## config.mk

```make
export PLATFORM = sky130hd
export DESIGN_NAME = cpm_scale
export DESIGN_NICKNAME = d
export VERILOG_FILES = /design/src/rtl/cpm_pkg.sv /design/src/rtl/cpm_scale.sv
export SDC_FILE = /design/constraint.sdc
export NUM_CORES = 1
export LEC_CHECK = 0
export BUFFER_PORTS_ARGS = -buffer_cell sky130_fd_sc_hd__buf_2
export CORE_UTILIZATION = 37
export CTS_CLUSTER_DIAMETER = 60
export DETAILED_ROUTE_END_ITERATION = 16
export GPL_TIMING_DRIVEN = 1
export PLACE_DENSITY_LB_ADDON = 0.2
export SLEW_MARGIN = 20
export SYNTH_ARGS = -nofsm -noshare
export SYNTH_HDL_FRONTEND = slang
export SYNTH_SLANG_ARGS = --single-unit
```

## constraint.sdc

```tcl
create_clock -name i_clk -period 15.1 [get_ports i_clk]
set_input_delay 1.51 -clock i_clk [delete_from_list [all_inputs] [get_ports i_clk]]
set_output_delay 1.51 -clock i_clk [all_outputs]
set_load 0.005 [all_outputs]
```

## src/rtl/cpm_pkg.sv

```systemverilog
// Shared widths, map codes and breakpoint tables for the colormap pixel mapper.
`default_nettype none

package cpm_pkg;

    localparam int LEVEL_W         = 16;
    localparam int LEVEL_FRAC_BITS = 12;
    localparam int MAX_BREAKPOINTS = 9;
    localparam int MODE_W          = 3;
    localparam int CH_W            = 8;

    // level rescaled to Q16 for the table maps
    localparam int T16_SH = 16 - LEVEL_FRAC_BITS;
    localparam int T16_W  = LEVEL_W + T16_SH + 1;

    localparam int X_W      = 17;
    localparam int C_W      = 27;
    localparam int D_W      = 14;
    localparam int RCP_W    = 20;
    localparam int A_W      = 17;
    localparam int A_SH     = 16;
    localparam int DELTA_W  = C_W + 1;
    localparam int K_W      = 14;
    localparam int K_SH     = 32;
    localparam int Q_W      = 9;
    localparam int TAB_ROWS = 9;
    localparam int ROW_W    = $clog2(TAB_ROWS);
    localparam int NR_W     = $clog2(TAB_ROWS + 1);

    localparam logic [C_W-1:0]  CUNIT  = C_W'(100000000);
    localparam logic [C_W-1:0]  CHALF  = C_W'(50000000);
    localparam logic [A_W-1:0]  A_ONE  = A_W'(65536);
    localparam logic [CH_W-1:0] CH_MAX = CH_W'(255);

    // floor(255 * 2^32 / 1e8): quotient estimate, off by at most one below
    localparam logic [K_W-1:0] SCALE_K = K_W'((64'd255 << K_SH) / 64'd100000000);

    // rounded reciprocals 2^32 / segment width
    localparam logic [RCP_W-1:0] RCP_8K    = RCP_W'((64'd4294967296 + 64'd4096) / 64'd8192);
    localparam logic [RCP_W-1:0] RCP_16K   = RCP_W'((64'd4294967296 + 64'd8192) / 64'd16384);
    localparam logic [RCP_W-1:0] RCP_HSV_S = RCP_W'((64'd4294967296 + 64'd5461) / 64'd10922);
    localparam logic [RCP_W-1:0] RCP_HSV_L = RCP_W'((64'd4294967296 + 64'd5461) / 64'd10923);

    typedef enum logic [MODE_W-1:0] {
        CM_MONO     = 3'd0,
        CM_MONO_INV = 3'd1,
        CM_MONO_PER = 3'd2,
        CM_HSV      = 3'd3,
        CM_JET      = 3'd4,
        CM_SMOOTH   = 3'd5,
        CM_PM       = 3'd6
    } t_cm_mode;

    // channel 0 red, 1 green, 2 blue
    typedef logic [2:0][C_W-1:0] t_rgb_c;

    typedef struct packed {
        logic [MODE_W-1:0] mode;
        logic [ROW_W-1:0]  row;
        logic              hold;
        logic [D_W-1:0]    offs;
    } t_seg;

    function automatic t_rgb_c rgb(input logic [C_W-1:0] r, input logic [C_W-1:0] g,
                                   input logic [C_W-1:0] b);
        return {b, g, r};
    endfunction

    function automatic logic is_table(input logic [MODE_W-1:0] mode);
        logic t;
        unique case (t_cm_mode'(mode))
            CM_HSV, CM_SMOOTH, CM_PM: t = 1'b1;
            default:                  t = 1'b0;
        endcase
        return t;
    endfunction

    // rows in use: table length, capped at MAX_BREAKPOINTS
    function automatic logic [NR_W-1:0] tab_rows(input logic [MODE_W-1:0] mode);
        int n;
        unique case (t_cm_mode'(mode))
            CM_HSV:    n = 6;
            CM_SMOOTH: n = 9;
            CM_PM:     n = 5;
            default:   n = 1;
        endcase
        if (n > MAX_BREAKPOINTS) begin
            n = MAX_BREAKPOINTS;
        end
        return NR_W'(n);
    endfunction

    function automatic logic [X_W-1:0] bp_x(input logic [MODE_W-1:0] mode,
                                            input logic [ROW_W-1:0] row);
        logic [X_W-1:0] x;
        x = '0;
        unique case (t_cm_mode'(mode))
            CM_HSV: begin
                unique case (row)
                    ROW_W'(0): x = X_W'(10923);
                    ROW_W'(1): x = X_W'(21845);
                    ROW_W'(2): x = X_W'(32768);
                    ROW_W'(3): x = X_W'(43691);
                    ROW_W'(4): x = X_W'(54613);
                    ROW_W'(5): x = X_W'(65536);
                    default:   x = '0;
                endcase
            end
            CM_SMOOTH: x = X_W'(row) << 13;
            CM_PM:     x = X_W'(row) << 14;
            default:   x = '0;
        endcase
        return x;
    endfunction

    function automatic logic [RCP_W-1:0] bp_rcp(input logic [MODE_W-1:0] mode,
                                                input logic [ROW_W-1:0] row);
        logic [RCP_W-1:0] r;
        r = '0;
        unique case (t_cm_mode'(mode))
            CM_HSV: begin
                unique case (row)
                    ROW_W'(0): r = RCP_HSV_S;
                    ROW_W'(1): r = RCP_HSV_L;
                    ROW_W'(2): r = RCP_HSV_L;
                    ROW_W'(3): r = RCP_HSV_S;
                    ROW_W'(4): r = RCP_HSV_L;
                    default:   r = '0;
                endcase
            end
            CM_SMOOTH: r = (row < ROW_W'(8)) ? RCP_8K : '0;
            CM_PM:     r = (row < ROW_W'(4)) ? RCP_16K : '0;
            default:   r = '0;
        endcase
        return r;
    endfunction

    function automatic t_rgb_c bp_c(input logic [MODE_W-1:0] mode,
                                    input logic [ROW_W-1:0] row);
        t_rgb_c c;
        c = '0;
        unique case (t_cm_mode'(mode))
            CM_HSV: begin
                unique case (row)
                    ROW_W'(0): c = rgb(CUNIT, '0, '0);
                    ROW_W'(1): c = rgb(CUNIT, CUNIT, '0);
                    ROW_W'(2): c = rgb('0, CUNIT, '0);
                    ROW_W'(3): c = rgb('0, CUNIT, CUNIT);
                    ROW_W'(4): c = rgb('0, '0, CUNIT);
                    ROW_W'(5): c = rgb(CUNIT, '0, '0);
                    default:   c = '0;
                endcase
            end
            CM_SMOOTH: begin
                unique case (row)
                    ROW_W'(0): c = rgb(C_W'(26710521), C_W'(3311059),  C_W'(61881550));
                    ROW_W'(1): c = rgb(C_W'(14990781), C_W'(28892902), C_W'(59136956));
                    ROW_W'(2): c = rgb(C_W'(16689640), C_W'(41027528), C_W'(50959299));
                    ROW_W'(3): c = rgb(C_W'(19159194), C_W'(51638400), C_W'(47597744));
                    ROW_W'(4): c = rgb(C_W'(16400433), C_W'(63146734), C_W'(39450263));
                    ROW_W'(5): c = rgb(C_W'(37045520), C_W'(72530195), C_W'(18639333));
                    ROW_W'(6): c = rgb(C_W'(72692898), C_W'(75698787), C_W'(16919540));
                    ROW_W'(7): c = rgb(C_W'(99505988), C_W'(78542889), C_W'(32106514));
                    ROW_W'(8): c = rgb(C_W'(98680727), C_W'(95697596), C_W'(12661626));
                    default:   c = '0;
                endcase
            end
            CM_PM: begin
                unique case (row)
                    ROW_W'(0): c = rgb('0, '0, CHALF);
                    ROW_W'(1): c = rgb('0, '0, CUNIT);
                    ROW_W'(2): c = rgb(CUNIT, CUNIT, CUNIT);
                    ROW_W'(3): c = rgb(CUNIT, '0, '0);
                    ROW_W'(4): c = rgb(CHALF, '0, '0);
                    default:   c = '0;
                endcase
            end
            default: c = '0;
        endcase
        return c;
    endfunction

endpackage

`default_nettype wire

```

## src/rtl/cpm_scale.sv

```systemverilog
// Two-stage channel scaler: floor(255 * c / 1e8) by reciprocal estimate and one correction.
`default_nettype none

module cpm_scale (
    input  logic                       i_clk,
    input  logic [cpm_pkg::C_W-1:0]    i_c,
    output logic [cpm_pkg::CH_W-1:0]   o_byte
);
    import cpm_pkg::*;

    localparam int P_W = C_W + K_W;
    localparam int Y_W = C_W + CH_W;
    localparam int M_W = C_W + Q_W;

    logic [P_W-1:0]  prod;
    logic [Q_W-1:0]  r_q;
    logic [C_W-1:0]  r_c;
    logic [Y_W-1:0]  y;
    logic [M_W-1:0]  m;
    logic [M_W-1:0]  rem;
    logic [Q_W:0]    q;
    logic [CH_W-1:0] r_byte;

    assign prod = P_W'(i_c) * P_W'(SCALE_K);

    always_ff @(posedge i_clk) begin
        r_q <= Q_W'(prod >> K_SH);
        r_c <= i_c;
    end

    // estimate is exact or one low: bump it when the remainder reaches 1e8
    assign y   = Y_W'(r_c) * Y_W'(CH_MAX);
    assign m   = M_W'(r_q) * M_W'(CUNIT);
    assign rem = M_W'(y) - m;
    assign q   = (Q_W + 1)'(r_q) + {{Q_W{1'b0}}, (rem >= M_W'(CUNIT))};

    always_ff @(posedge i_clk) begin
        r_byte <= (q > (Q_W + 1)'(CH_MAX)) ? CH_MAX : q[CH_W-1:0];
    end

    assign o_byte = r_byte;

endmodule

`default_nettype wire

```

==> results.cfg <==
[outcome]
outcome = finished clean

[global_routing]
grt_pass1_vias = 10300
grt_pass1_wl_um = 51300
busiest_layer = met2
overflow = 0
met2_usage_pct = 29.2
grt_start_max_net_pins = 13
antenna_found_initial = 0
met3_usage_pct = 1.10
grt_use_met1_pct = 22.4
track_usage_pct = 16.4

[placed_design]
dpl.hpwl_um = 27000
place_congestion = 0.848
io_buffers = 35
placed_cells = 1977

[yosys]
ys_seq_elements = 44
synth_area_um2 = 14400
syn_avg_cell_area_um2 = 10.0
synth_cell_types = 68
synth_edf_count = 0
synthArstFlopShare_pct = 0
syn_nets = 2024
yosys_warnings = 0
synth_cells = 1438
ys_seq_area_share_pct = 6.13
synth_flop_cell = dfxtp_1

[finish]
area_growth_pct = 6.40
drive_gt1_share_pct = 4.21
multi_input_area_um2 = 11900
final_nets = 2059
ff_latch_area_um2 = 881
final_cells = 1984
n_antenna_cell = 0
final_common_cell = inv_1
nFillCells = 3825
final_cell_mix = 405 x inv_1, 289 x fa_1, 269 x ha_1, 54 x a21oi_1, 44 x dfxtp_1

[detailed_routing]
drt-initial-drc-count = 332
via_per_inst = 4.72
drt-total-wl_um = 29900
ant_nets = 0
dr_total_vias = 9371
drt-wirelength-per-cell_um = 15.1
drc = 0
drtPass1Iterations = 6

[timing]
setup_tns_ps = 0
setup-violations-final = 0
period_share_pct = 73.5
worst_clock_skew_ps = 5.84
report.final.slew_viol_count = 0
worstMarginPinSlew_ps = 673
clock.fmax_mhz = 90.1
rsz0062_at_grt = no
period_needed_ps = 11100
slew-limit-headroom_pct = 54.0
final-hold-violation-count = 0

[job]
maxCapViolCount = 0

[clock_tree]
clk_latency_ps = 290
numCtsBuffers = 5
path_clk_slew_ps = 60
cts_tree = done
cts_num_sinks = 44
cts_resized = 0
cts_buffer_depth = 2
ctsHoldBuffers = 0
cts_max_level = 2
clockRootBuffer = clkbuf_16
postCtsSetupRepairBufs = 0

[floorplanning]
row_count = 71
fp.dieW_um = 199
initial_utilization_pct = 37.9
ios = 36
die_h_um = 199
die-area_um2 = 39600
coreArea_um2 = 37900

[worst_setup_path]
crit_required_ps = 15250
crit_fanout = 8
critPathCaptureType = register
critical_path_class = reg -> reg
crit_path_start_kind = register
worstPathArrival_ps = 11250
cp_slowest_cell = a2111oi_0
crit_path_max_incr_delay_ps = 660

[worst_hold_path]
hp-class = reg -> reg
-- cells by family (layout without fill, tap and decap cells) --
group                      after synthesis  after routing  share of synthesized area (%)
adders and majority gates              558            558                           63.7
buffers and inverters                  412            447                           10.8
AOI/OAI and AO/OA                      202            202                           10.0
and+or+nand+nor                        159            159                           5.51
xor gates and xnor gates                58             58                           3.53
DFF                                     44             44                           6.13
muxes                                    5              5                          0.374
-- path summary, 6_finish.rpt --
| kind | from | to | slack, ps | cells after the start |
|---|---|---|---|---|
| worst min-delay path | r_q[5]$_DFF_P_ | o_byte[5]$_SDFF_PN1_ | 690 | 2 |
| worst max-delay path | r_q[2]$_DFF_P_ | o_byte[1]$_SDFF_PN1_ | 4000 | 37 |
| worst min register to register | r_q[5]$_DFF_P_ | o_byte[5]$_SDFF_PN1_ | 690 | 2 |
| worst max register to register | r_q[2]$_DFF_P_ | o_byte[1]$_SDFF_PN1_ | 4000 | 37 |
-- per-stage QoR --
step           area [um^2]  setup WS (ps)  utilization (%)  hold slack, ps
3_3_place_gp         15200           4220             40.0             682
2_1_floorplan        14400           5100                -             569
5_1_grt              15300           3390             40.3             737
4_1_cts              15300           3980             40.3             701
3_5_place_dp         15200           4040             40.0             680
6_report             15300           4000             40.3             689
-- cell usage after synthesis (3+ instances only) --
cell | n | area [um^2]
mux2_2 | 3 | 33.8
clkbuf_1 | 5 | 18.8
a31o_2 | 3 | 26.3
xnor2_1 | 43 | 377
ha_1 | 269 | 3370
o211ai_1 | 12 | 90.1
dfxtp_1 | 44 | 881
a221oi_1 | 3 | 26.3
inv_1 | 405 | 1520
a21oi_1 | 54 | 270
nand2b_1 | 5 | 31.3
nand2_1 | 43 | 161
o2111ai_1 | 4 | 35.0
a21boi_0 | 4 | 30.0
a31oi_1 | 10 | 62.6
xor2_1 | 15 | 131
fa_1 | 289 | 5790
and3_1 | 10 | 62.6
o21bai_1 | 4 | 30.0
or3_1 | 7 | 43.8
nor2b_1 | 8 | 50.1
o21a_1 | 9 | 67.6
nand3_1 | 15 | 75.1
a2111oi_0 | 3 | 26.3
a211oi_1 | 4 | 30.0
nor3_1 | 9 | 45.0
and2_1 | 5 | 31.3
a21o_1 | 29 | 218
o21ai_0 | 31 | 155
nor2_1 | 38 | 143
nor4_1 | 3 | 18.8
o31a_1 | 3 | 26.3
-- critical path, delay by kind of cell, from the launching register on --
kind                     cells  cell delay [ps]
buffers and inverters        3              170
XOR/XNOR                     2              230
AND/OR/NAND/NOR              9             1960
AO/OA/AOI/OAI               11             3120
flip-flops                   1              550
adder cells (fa/ha/maj)     12             4940
-- state kept, by name (all words and copies together) (netlist names) --
name	cells
r_c	27
r_q	9
o_byte	8
-- area by class of cell --
class	count	share of cell area, %
Clock buffer	6	0.843
Timing Repair Buffer	35	1.15
Sequential cell	44	5.76
Multi-Input combinational cell	982	78.1
Clock inverter	1	0.0327
Tap cell	511	4.18
Inverter	405	9.94
-- metal layers --
layer	routed length [um]	vias up
met4	232	0
li1	-	4621
met1	14600	4635
met2	14600	96
met5	0	-
met3	509	19
Power is left out: the tool's default activity adds up to more than one toggle a clock period on the data nets, which glitch-free logic cannot reach.
