### config.mk
export PLATFORM = sky130hd
export DESIGN_NAME = cpm_lerp
export DESIGN_NICKNAME = d
export VERILOG_FILES = /design/src/rtl/cpm_pkg.sv /design/src/rtl/cpm_lerp.sv
export SDC_FILE = /design/constraint.sdc
export NUM_CORES = 2
export LEC_CHECK = 0
export BUFFER_PORTS_ARGS = -buffer_cell sky130_fd_sc_hd__buf_2
export CAP_MARGIN = 20
export CORE_MARGIN = 2
export CORE_UTILIZATION = 40
export CTS_CLUSTER_DIAMETER = 150
export CTS_CLUSTER_SIZE = 8
export DETAILED_ROUTE_END_ITERATION = 16
export SKIP_LAST_GASP = 1
export SYNTH_ARGS = -nofsm -noshare
export SYNTH_HDL_FRONTEND = slang
export SYNTH_SLANG_ARGS = --single-unit
### constraint.sdc
create_clock -name i_clk -period 13 [get_ports i_clk]
set_input_delay 3.9 -clock i_clk [delete_from_list [all_inputs] [get_ports i_clk]]
set_output_delay 3.9 -clock i_clk [all_outputs]
set_load 0.02 [all_outputs]
### src/rtl/cpm_pkg.sv
// Shared widths, map codes and breakpoint tables for the colormap pixel mapper.
`default_nettype none

package cpm_pkg;

    localparam int LEVEL_W         = 16;
    localparam int LEVEL_FRAC_BITS = 12;
    localparam int MAX_BREAKPOINTS = 9;
    localparam int MODE_W          = 3;
    localparam int CH_W            = 8;

    // level rescaled to Q16 for the table maps
    localparam int T16_SH = 16 - LEVEL_FRAC_BITS;
    localparam int T16_W  = LEVEL_W + T16_SH + 1;

    localparam int X_W      = 17;
    localparam int C_W      = 27;
    localparam int D_W      = 14;
    localparam int RCP_W    = 20;
    localparam int A_W      = 17;
    localparam int A_SH     = 16;
    localparam int DELTA_W  = C_W + 1;
    localparam int K_W      = 14;
    localparam int K_SH     = 32;
    localparam int Q_W      = 9;
    localparam int TAB_ROWS = 9;
    localparam int ROW_W    = $clog2(TAB_ROWS);
    localparam int NR_W     = $clog2(TAB_ROWS + 1);

    localparam logic [C_W-1:0]  CUNIT  = C_W'(100000000);
    localparam logic [C_W-1:0]  CHALF  = C_W'(50000000);
    localparam logic [A_W-1:0]  A_ONE  = A_W'(65536);
    localparam logic [CH_W-1:0] CH_MAX = CH_W'(255);

    // floor(255 * 2^32 / 1e8): quotient estimate, off by at most one below
    localparam logic [K_W-1:0] SCALE_K = K_W'((64'd255 << K_SH) / 64'd100000000);

    // rounded reciprocals 2^32 / segment width
    localparam logic [RCP_W-1:0] RCP_8K    = RCP_W'((64'd4294967296 + 64'd4096) / 64'd8192);
    localparam logic [RCP_W-1:0] RCP_16K   = RCP_W'((64'd4294967296 + 64'd8192) / 64'd16384);
    localparam logic [RCP_W-1:0] RCP_HSV_S = RCP_W'((64'd4294967296 + 64'd5461) / 64'd10922);
    localparam logic [RCP_W-1:0] RCP_HSV_L = RCP_W'((64'd4294967296 + 64'd5461) / 64'd10923);

    typedef enum logic [MODE_W-1:0] {
        CM_MONO     = 3'd0,
        CM_MONO_INV = 3'd1,
        CM_MONO_PER = 3'd2,
        CM_HSV      = 3'd3,
        CM_JET      = 3'd4,
        CM_SMOOTH   = 3'd5,
        CM_PM       = 3'd6
    } t_cm_mode;

    // channel 0 red, 1 green, 2 blue
    typedef logic [2:0][C_W-1:0] t_rgb_c;

    typedef struct packed {
        logic [MODE_W-1:0] mode;
        logic [ROW_W-1:0]  row;
        logic              hold;
        logic [D_W-1:0]    offs;
    } t_seg;

    function automatic t_rgb_c rgb(input logic [C_W-1:0] r, input logic [C_W-1:0] g,
                                   input logic [C_W-1:0] b);
        return {b, g, r};
    endfunction

    function automatic logic is_table(input logic [MODE_W-1:0] mode);
        logic t;
        unique case (t_cm_mode'(mode))
            CM_HSV, CM_SMOOTH, CM_PM: t = 1'b1;
            default:                  t = 1'b0;
        endcase
        return t;
    endfunction

    // rows in use: table length, capped at MAX_BREAKPOINTS
    function automatic logic [NR_W-1:0] tab_rows(input logic [MODE_W-1:0] mode);
        int n;
        unique case (t_cm_mode'(mode))
            CM_HSV:    n = 6;
            CM_SMOOTH: n = 9;
            CM_PM:     n = 5;
            default:   n = 1;
        endcase
        if (n > MAX_BREAKPOINTS) begin
            n = MAX_BREAKPOINTS;
        end
        return NR_W'(n);
    endfunction

    function automatic logic [X_W-1:0] bp_x(input logic [MODE_W-1:0] mode,
                                            input logic [ROW_W-1:0] row);
        logic [X_W-1:0] x;
        x = '0;
        unique case (t_cm_mode'(mode))
            CM_HSV: begin
                unique case (row)
                    ROW_W'(0): x = X_W'(10923);
                    ROW_W'(1): x = X_W'(21845);
                    ROW_W'(2): x = X_W'(32768);
                    ROW_W'(3): x = X_W'(43691);
                    ROW_W'(4): x = X_W'(54613);
                    ROW_W'(5): x = X_W'(65536);
                    default:   x = '0;
                endcase
            end
            CM_SMOOTH: x = X_W'(row) << 13;
            CM_PM:     x = X_W'(row) << 14;
            default:   x = '0;
        endcase
        return x;
    endfunction

    function automatic logic [RCP_W-1:0] bp_rcp(input logic [MODE_W-1:0] mode,
                                                input logic [ROW_W-1:0] row);
        logic [RCP_W-1:0] r;
        r = '0;
        unique case (t_cm_mode'(mode))
            CM_HSV: begin
                unique case (row)
                    ROW_W'(0): r = RCP_HSV_S;
                    ROW_W'(1): r = RCP_HSV_L;
                    ROW_W'(2): r = RCP_HSV_L;
                    ROW_W'(3): r = RCP_HSV_S;
                    ROW_W'(4): r = RCP_HSV_L;
                    default:   r = '0;
                endcase
            end
            CM_SMOOTH: r = (row < ROW_W'(8)) ? RCP_8K : '0;
            CM_PM:     r = (row < ROW_W'(4)) ? RCP_16K : '0;
            default:   r = '0;
        endcase
        return r;
    endfunction

    function automatic t_rgb_c bp_c(input logic [MODE_W-1:0] mode,
                                    input logic [ROW_W-1:0] row);
        t_rgb_c c;
        c = '0;
        unique case (t_cm_mode'(mode))
            CM_HSV: begin
                unique case (row)
                    ROW_W'(0): c = rgb(CUNIT, '0, '0);
                    ROW_W'(1): c = rgb(CUNIT, CUNIT, '0);
                    ROW_W'(2): c = rgb('0, CUNIT, '0);
                    ROW_W'(3): c = rgb('0, CUNIT, CUNIT);
                    ROW_W'(4): c = rgb('0, '0, CUNIT);
                    ROW_W'(5): c = rgb(CUNIT, '0, '0);
                    default:   c = '0;
                endcase
            end
            CM_SMOOTH: begin
                unique case (row)
                    ROW_W'(0): c = rgb(C_W'(26710521), C_W'(3311059),  C_W'(61881550));
                    ROW_W'(1): c = rgb(C_W'(14990781), C_W'(28892902), C_W'(59136956));
                    ROW_W'(2): c = rgb(C_W'(16689640), C_W'(41027528), C_W'(50959299));
                    ROW_W'(3): c = rgb(C_W'(19159194), C_W'(51638400), C_W'(47597744));
                    ROW_W'(4): c = rgb(C_W'(16400433), C_W'(63146734), C_W'(39450263));
                    ROW_W'(5): c = rgb(C_W'(37045520), C_W'(72530195), C_W'(18639333));
                    ROW_W'(6): c = rgb(C_W'(72692898), C_W'(75698787), C_W'(16919540));
                    ROW_W'(7): c = rgb(C_W'(99505988), C_W'(78542889), C_W'(32106514));
                    ROW_W'(8): c = rgb(C_W'(98680727), C_W'(95697596), C_W'(12661626));
                    default:   c = '0;
                endcase
            end
            CM_PM: begin
                unique case (row)
                    ROW_W'(0): c = rgb('0, '0, CHALF);
                    ROW_W'(1): c = rgb('0, '0, CUNIT);
                    ROW_W'(2): c = rgb(CUNIT, CUNIT, CUNIT);
                    ROW_W'(3): c = rgb(CUNIT, '0, '0);
                    ROW_W'(4): c = rgb(CHALF, '0, '0);
                    default:   c = '0;
                endcase
            end
            default: c = '0;
        endcase
        return c;
    endfunction

endpackage

`default_nettype wire

### src/rtl/cpm_lerp.sv
// Two-stage interpolator: segment weight from reciprocal, then blend of breakpoint colors.
`default_nettype none

module cpm_lerp (
    input  logic            i_clk,
    input  cpm_pkg::t_seg   i_seg,
    output cpm_pkg::t_rgb_c o_c
);
    import cpm_pkg::*;

    localparam int PR_W = D_W + RCP_W;
    localparam int AR_W = PR_W - A_SH;
    localparam int M_W  = A_W + 1 + DELTA_W;

    logic [PR_W-1:0]           prod;
    logic [AR_W-1:0]           a_raw;
    logic [A_W-1:0]            a;
    t_rgb_c                    c0;
    t_rgb_c                    c1;
    logic signed [DELTA_W-1:0] dl [3];

    logic [A_W-1:0]            r_a;
    t_rgb_c                    r_c0;
    logic signed [DELTA_W-1:0] r_dl [3];

    logic signed [M_W-1:0]     m [3];
    logic signed [M_W-1:0]     s [3];
    t_rgb_c                    r_c;

    // weight a = d * R >> 16, clamped to one; held rows take the row color as is
    assign prod  = PR_W'(i_seg.offs) * PR_W'(bp_rcp(i_seg.mode, i_seg.row));
    assign a_raw = prod[PR_W-1:A_SH];
    assign c0    = bp_c(i_seg.mode, i_seg.row);
    assign c1    = bp_c(i_seg.mode, i_seg.row + ROW_W'(1));

    always_comb begin
        if (i_seg.hold) begin
            a = '0;
        end else if (a_raw > AR_W'(A_ONE)) begin
            a = A_ONE;
        end else begin
            a = a_raw[A_W-1:0];
        end
        for (int k = 0; k < 3; k++) begin
            dl[k] = $signed({1'b0, c1[k]}) - $signed({1'b0, c0[k]});
        end
    end

    always_ff @(posedge i_clk) begin
        r_a  <= a;
        r_c0 <= c0;
        for (int k = 0; k < 3; k++) begin
            r_dl[k] <= dl[k];
        end
    end

    // ((1-a)*c0 + a*c1) >> 16 rewritten as c0 + floor(a*(c1-c0) / 2^16)
    always_comb begin
        for (int k = 0; k < 3; k++) begin
            m[k] = M_W'($signed({1'b0, r_a})) * M_W'(r_dl[k]);
            s[k] = $signed(M_W'(r_c0[k])) + (m[k] >>> A_SH);
        end
    end

    always_ff @(posedge i_clk) begin
        for (int k = 0; k < 3; k++) begin
            r_c[k] <= s[k][C_W-1:0];
        end
    end

    assign o_c = r_c;

endmodule

`default_nettype wire

==> results.md <==
* Status: finished clean
* LEAKAGE at around 0.036 µW
* Clock Latency Late Sink at approximately 0.62 ns
* Sequential area share after synthesis at under 10%
* Routed vias/inst at a little over 5
* Multi-input logic area at between 0.05 and 0.06 mm²
* Fillers at between 15000 and 20000
* Routed WL per cell at about 20 µm
* Syn Area/Cell at 8.843 µm²
* P&R area growth vs syn at 6.184%
* Cell repeated most along the worst path: fa_1
* Reg clk slew, reported paths at 0.05 ns
* F_max at approximately 85 MHz
* Top layer used by detailed routing: met5
* Metal1 wirelength at about 84000 µm
* Drt pass-1 iters at 5
* CTS tree: built
* Core area at between 0.15 and 0.2 mm²
* Layout cells sized above 1 at under 10%
* Worst setup EP type: register
* GPL Wtd Cong at about 0.95
* Setup TNS at 0 ns
* Synth async-reset ratio at 0%
* Most common cell in the synthesized netlist: inv_1
* Reg power frac at 13.9%
* Crit-path max cell delay at 0.76 ns
* Die footprint at approximately 0.17 mm²
* Initial core utilization at approximately 40%
* Hold Crit Class: reg -> reg
* Synth top area cells: fa_1 (44%), ha_1 (11%), inv_1 (9.4%)
* Max-Cap Viols at 0
* Met3 WL post-DR at 10980 µm
* Hold WS at slightly above 0.5 ns
* Gate power share at between 70 and 80%
* Post-DP HPWL at 151900 µm
* Sw power at approximately 6000 µW
* Vias in the first global route at about 54000
* First-pass GRT wire length at between 300000 and 400000 µm
* Setup WS post-layout at 1.175 ns
* Largest net degree at the start of global routing at 56
* Setup violators final at 0
* Pins over their slew limit at 0
* Distinct cells, synth at 73
* Final hold vios at 0
* Largest area contributor in the netlist: fa_1
* I/O Pins at approximately 100
* Synth warn at 0
* Sequential cell area at roughly 0.0053 mm²
* Share of the synthesized area in the top cell type at between 40% and 50%
* Setup WS pre-CTS at between 0.5 and 0.6 ns
* Final worst-path cycle share at 90.96%
* Clk Tree Root Cell: clkbuf_16
* Die Ht at between 400 and 500 µm
* CTS Buf Count at 40
* Skew final at 0.04417 ns
* Via Count at roughly 50000
* Synth top cells by count: inv_1 (1656), fa_1 (1441), nand2_1 (1129)
* Power Density at 157.6 mW/mm²
* Post-CTS Hold Buffers at 0
* Clock share of power at between 8 and 9%
* Synth Net Count at ~9500
* CP startpoint kind: input port
* Worst EP arrival at 12.32 ns
* GRT Overall Usage at 23.55%
* Post-CTS sizing at 0
* Initial antenna violation count at 5
* Residual DRC at 0
* Number of port buffers at 103
* Post-Route WL at 193200 µm
* Post-synth EDFFs at 0
* Clk sinks at between 200 and 300
* Worst slew pin tran at ~1.2 ns
* Top FF cell, synth: dfxtp_1
* Final net count at ~9500
* Htree depth at 2
* Placed inst area at 0.06908 mm²
* # rows at between 100 and 150
* Mapped Cells at 7475
* Die width at around 410 µm
* RSZ-0062 raised after global routing: false
* Syn Std Cell Area at 0.06610 mm²
* Final Cell Area at between 0.07 and 0.08 mm²
* Synth Register Bits at 260
* VDD IR max at 0.2091 mV
* Critical-path maximum fanout at 12
* Slowest cell on crit path: nor4_2
* Required @ worst endpoint at about 13 ns
* Worst setup path class: in -> reg
* Pint at 5054 µW
* Met2 WL at between 90000 and 100000 µm
* Post-CTS setup buffer count at 0
* 1st-iter DRT viols at between 3000 and 4000
* Rel. slew slack at between 20% and 30%
* Time the worst path needs with I/O delays and setup at about 12 ns
* ANT nets after route at 0
* Overflow after GRT at 0
* Sw Share at around 54%
* Clk buf depth at 3
-- stage by stage --
step | instances | util (%) | power [µW]
2_1_floorplan | 7475 | - | 7441
3_3_place_gp | 9572 | 41.95 | 9895
3_5_place_dp | 9573 | 41.96 | 10010
4_1_cts | 9625 | 42.63 | 11110
5_1_grt | 9626 | 42.64 | 12200
6_report | 9627 | 42.64 | 11060
-- power by group through the flow --
stage                     Clock [µW]  Combinational [µW]  Sequential (µW)
after global placement             0                8360             1530
after CTS                       1010                8580             1520
final                            982                8540             1530
after global routing            1030                9620             1550
after detailed placement           0                8490             1530
after floorplan                    0                6030             1410
-- registers in the layout (all words and copies together), names as in the netlist --
register,cells
o_c,81
r_c0,78
r_a,17
r_dl,84
-- worst paths after layout --
kind	from	endpoint	slack, ns	cells past startpoint
setup / recovery	i_seg[16]	r_a[1]$_SDFF_PP0_	1.17	29
hold / removal	r_c0[27]$_DFF_P_	o_c[27]$_DFF_P_	0.51	1
setup reg to reg	r_a[12]$_SDFF_PP0_	o_c[53]$_DFF_P_	2.60	34
hold reg to reg	r_c0[27]$_DFF_P_	o_c[27]$_DFF_P_	0.51	1
-- layer usage --
layer | track usage, % | vias to the layer above
li1 | - | 22200
met1 | 31.97 | 25590
met2 | 38.78 | 1530
met3 | 2.605 | 355
met4 | 8.754 | 4
met5 | 0 | -
-- placed cells by master, fill, tap and decap left out, types with 150 or more instances in the layout --
cell type	instances
o21ai_0	150
a21oi_1	238
ha_1	575
xnor2_1	204
nor2_1	248
nand2_1	1129
inv_1	1656
dfxtp_1	243
and2_1	562
fa_1	1441
-- layout make-up --
type                    count  share of cell area (%)
clock buffers              45                   1.467
repair buffers            201                   1.811
clock inverters             7                  0.1070
multi-input cells        5265                   76.35
inverters                1658                   8.867
well taps                2189                   3.902
flip-flops and latches    260                   7.489
diodes                      2                0.007131
-- worst max-delay path: cells and delay by family --
family	cells	cell delay [ns]
fa+ha+maj	8	3.73
compound gates	7	1.69
simple gates	6	1.54
buf+inv	7	1.31
xor+xnor	1	0.12
-- kinds of logic (layout without fill, tap and decap cells) --
family | Yosys count | in the layout | synth area share, %
AND/OR/NAND/NOR | 2262 | 2262 | 16.12
AO/OA/AOI/OAI | 703 | 703 | 6.646
other | 0 | 2 | 0
buffers and inverters | 1950 | 1911 | 11.07
adder cells (fa/ha/maj) | 2016 | 2016 | 54.53
XOR/XNOR | 284 | 284 | 3.763
flip-flops | 260 | 260 | 7.874
No activity file was read; power rests on OpenSTA's default activity.
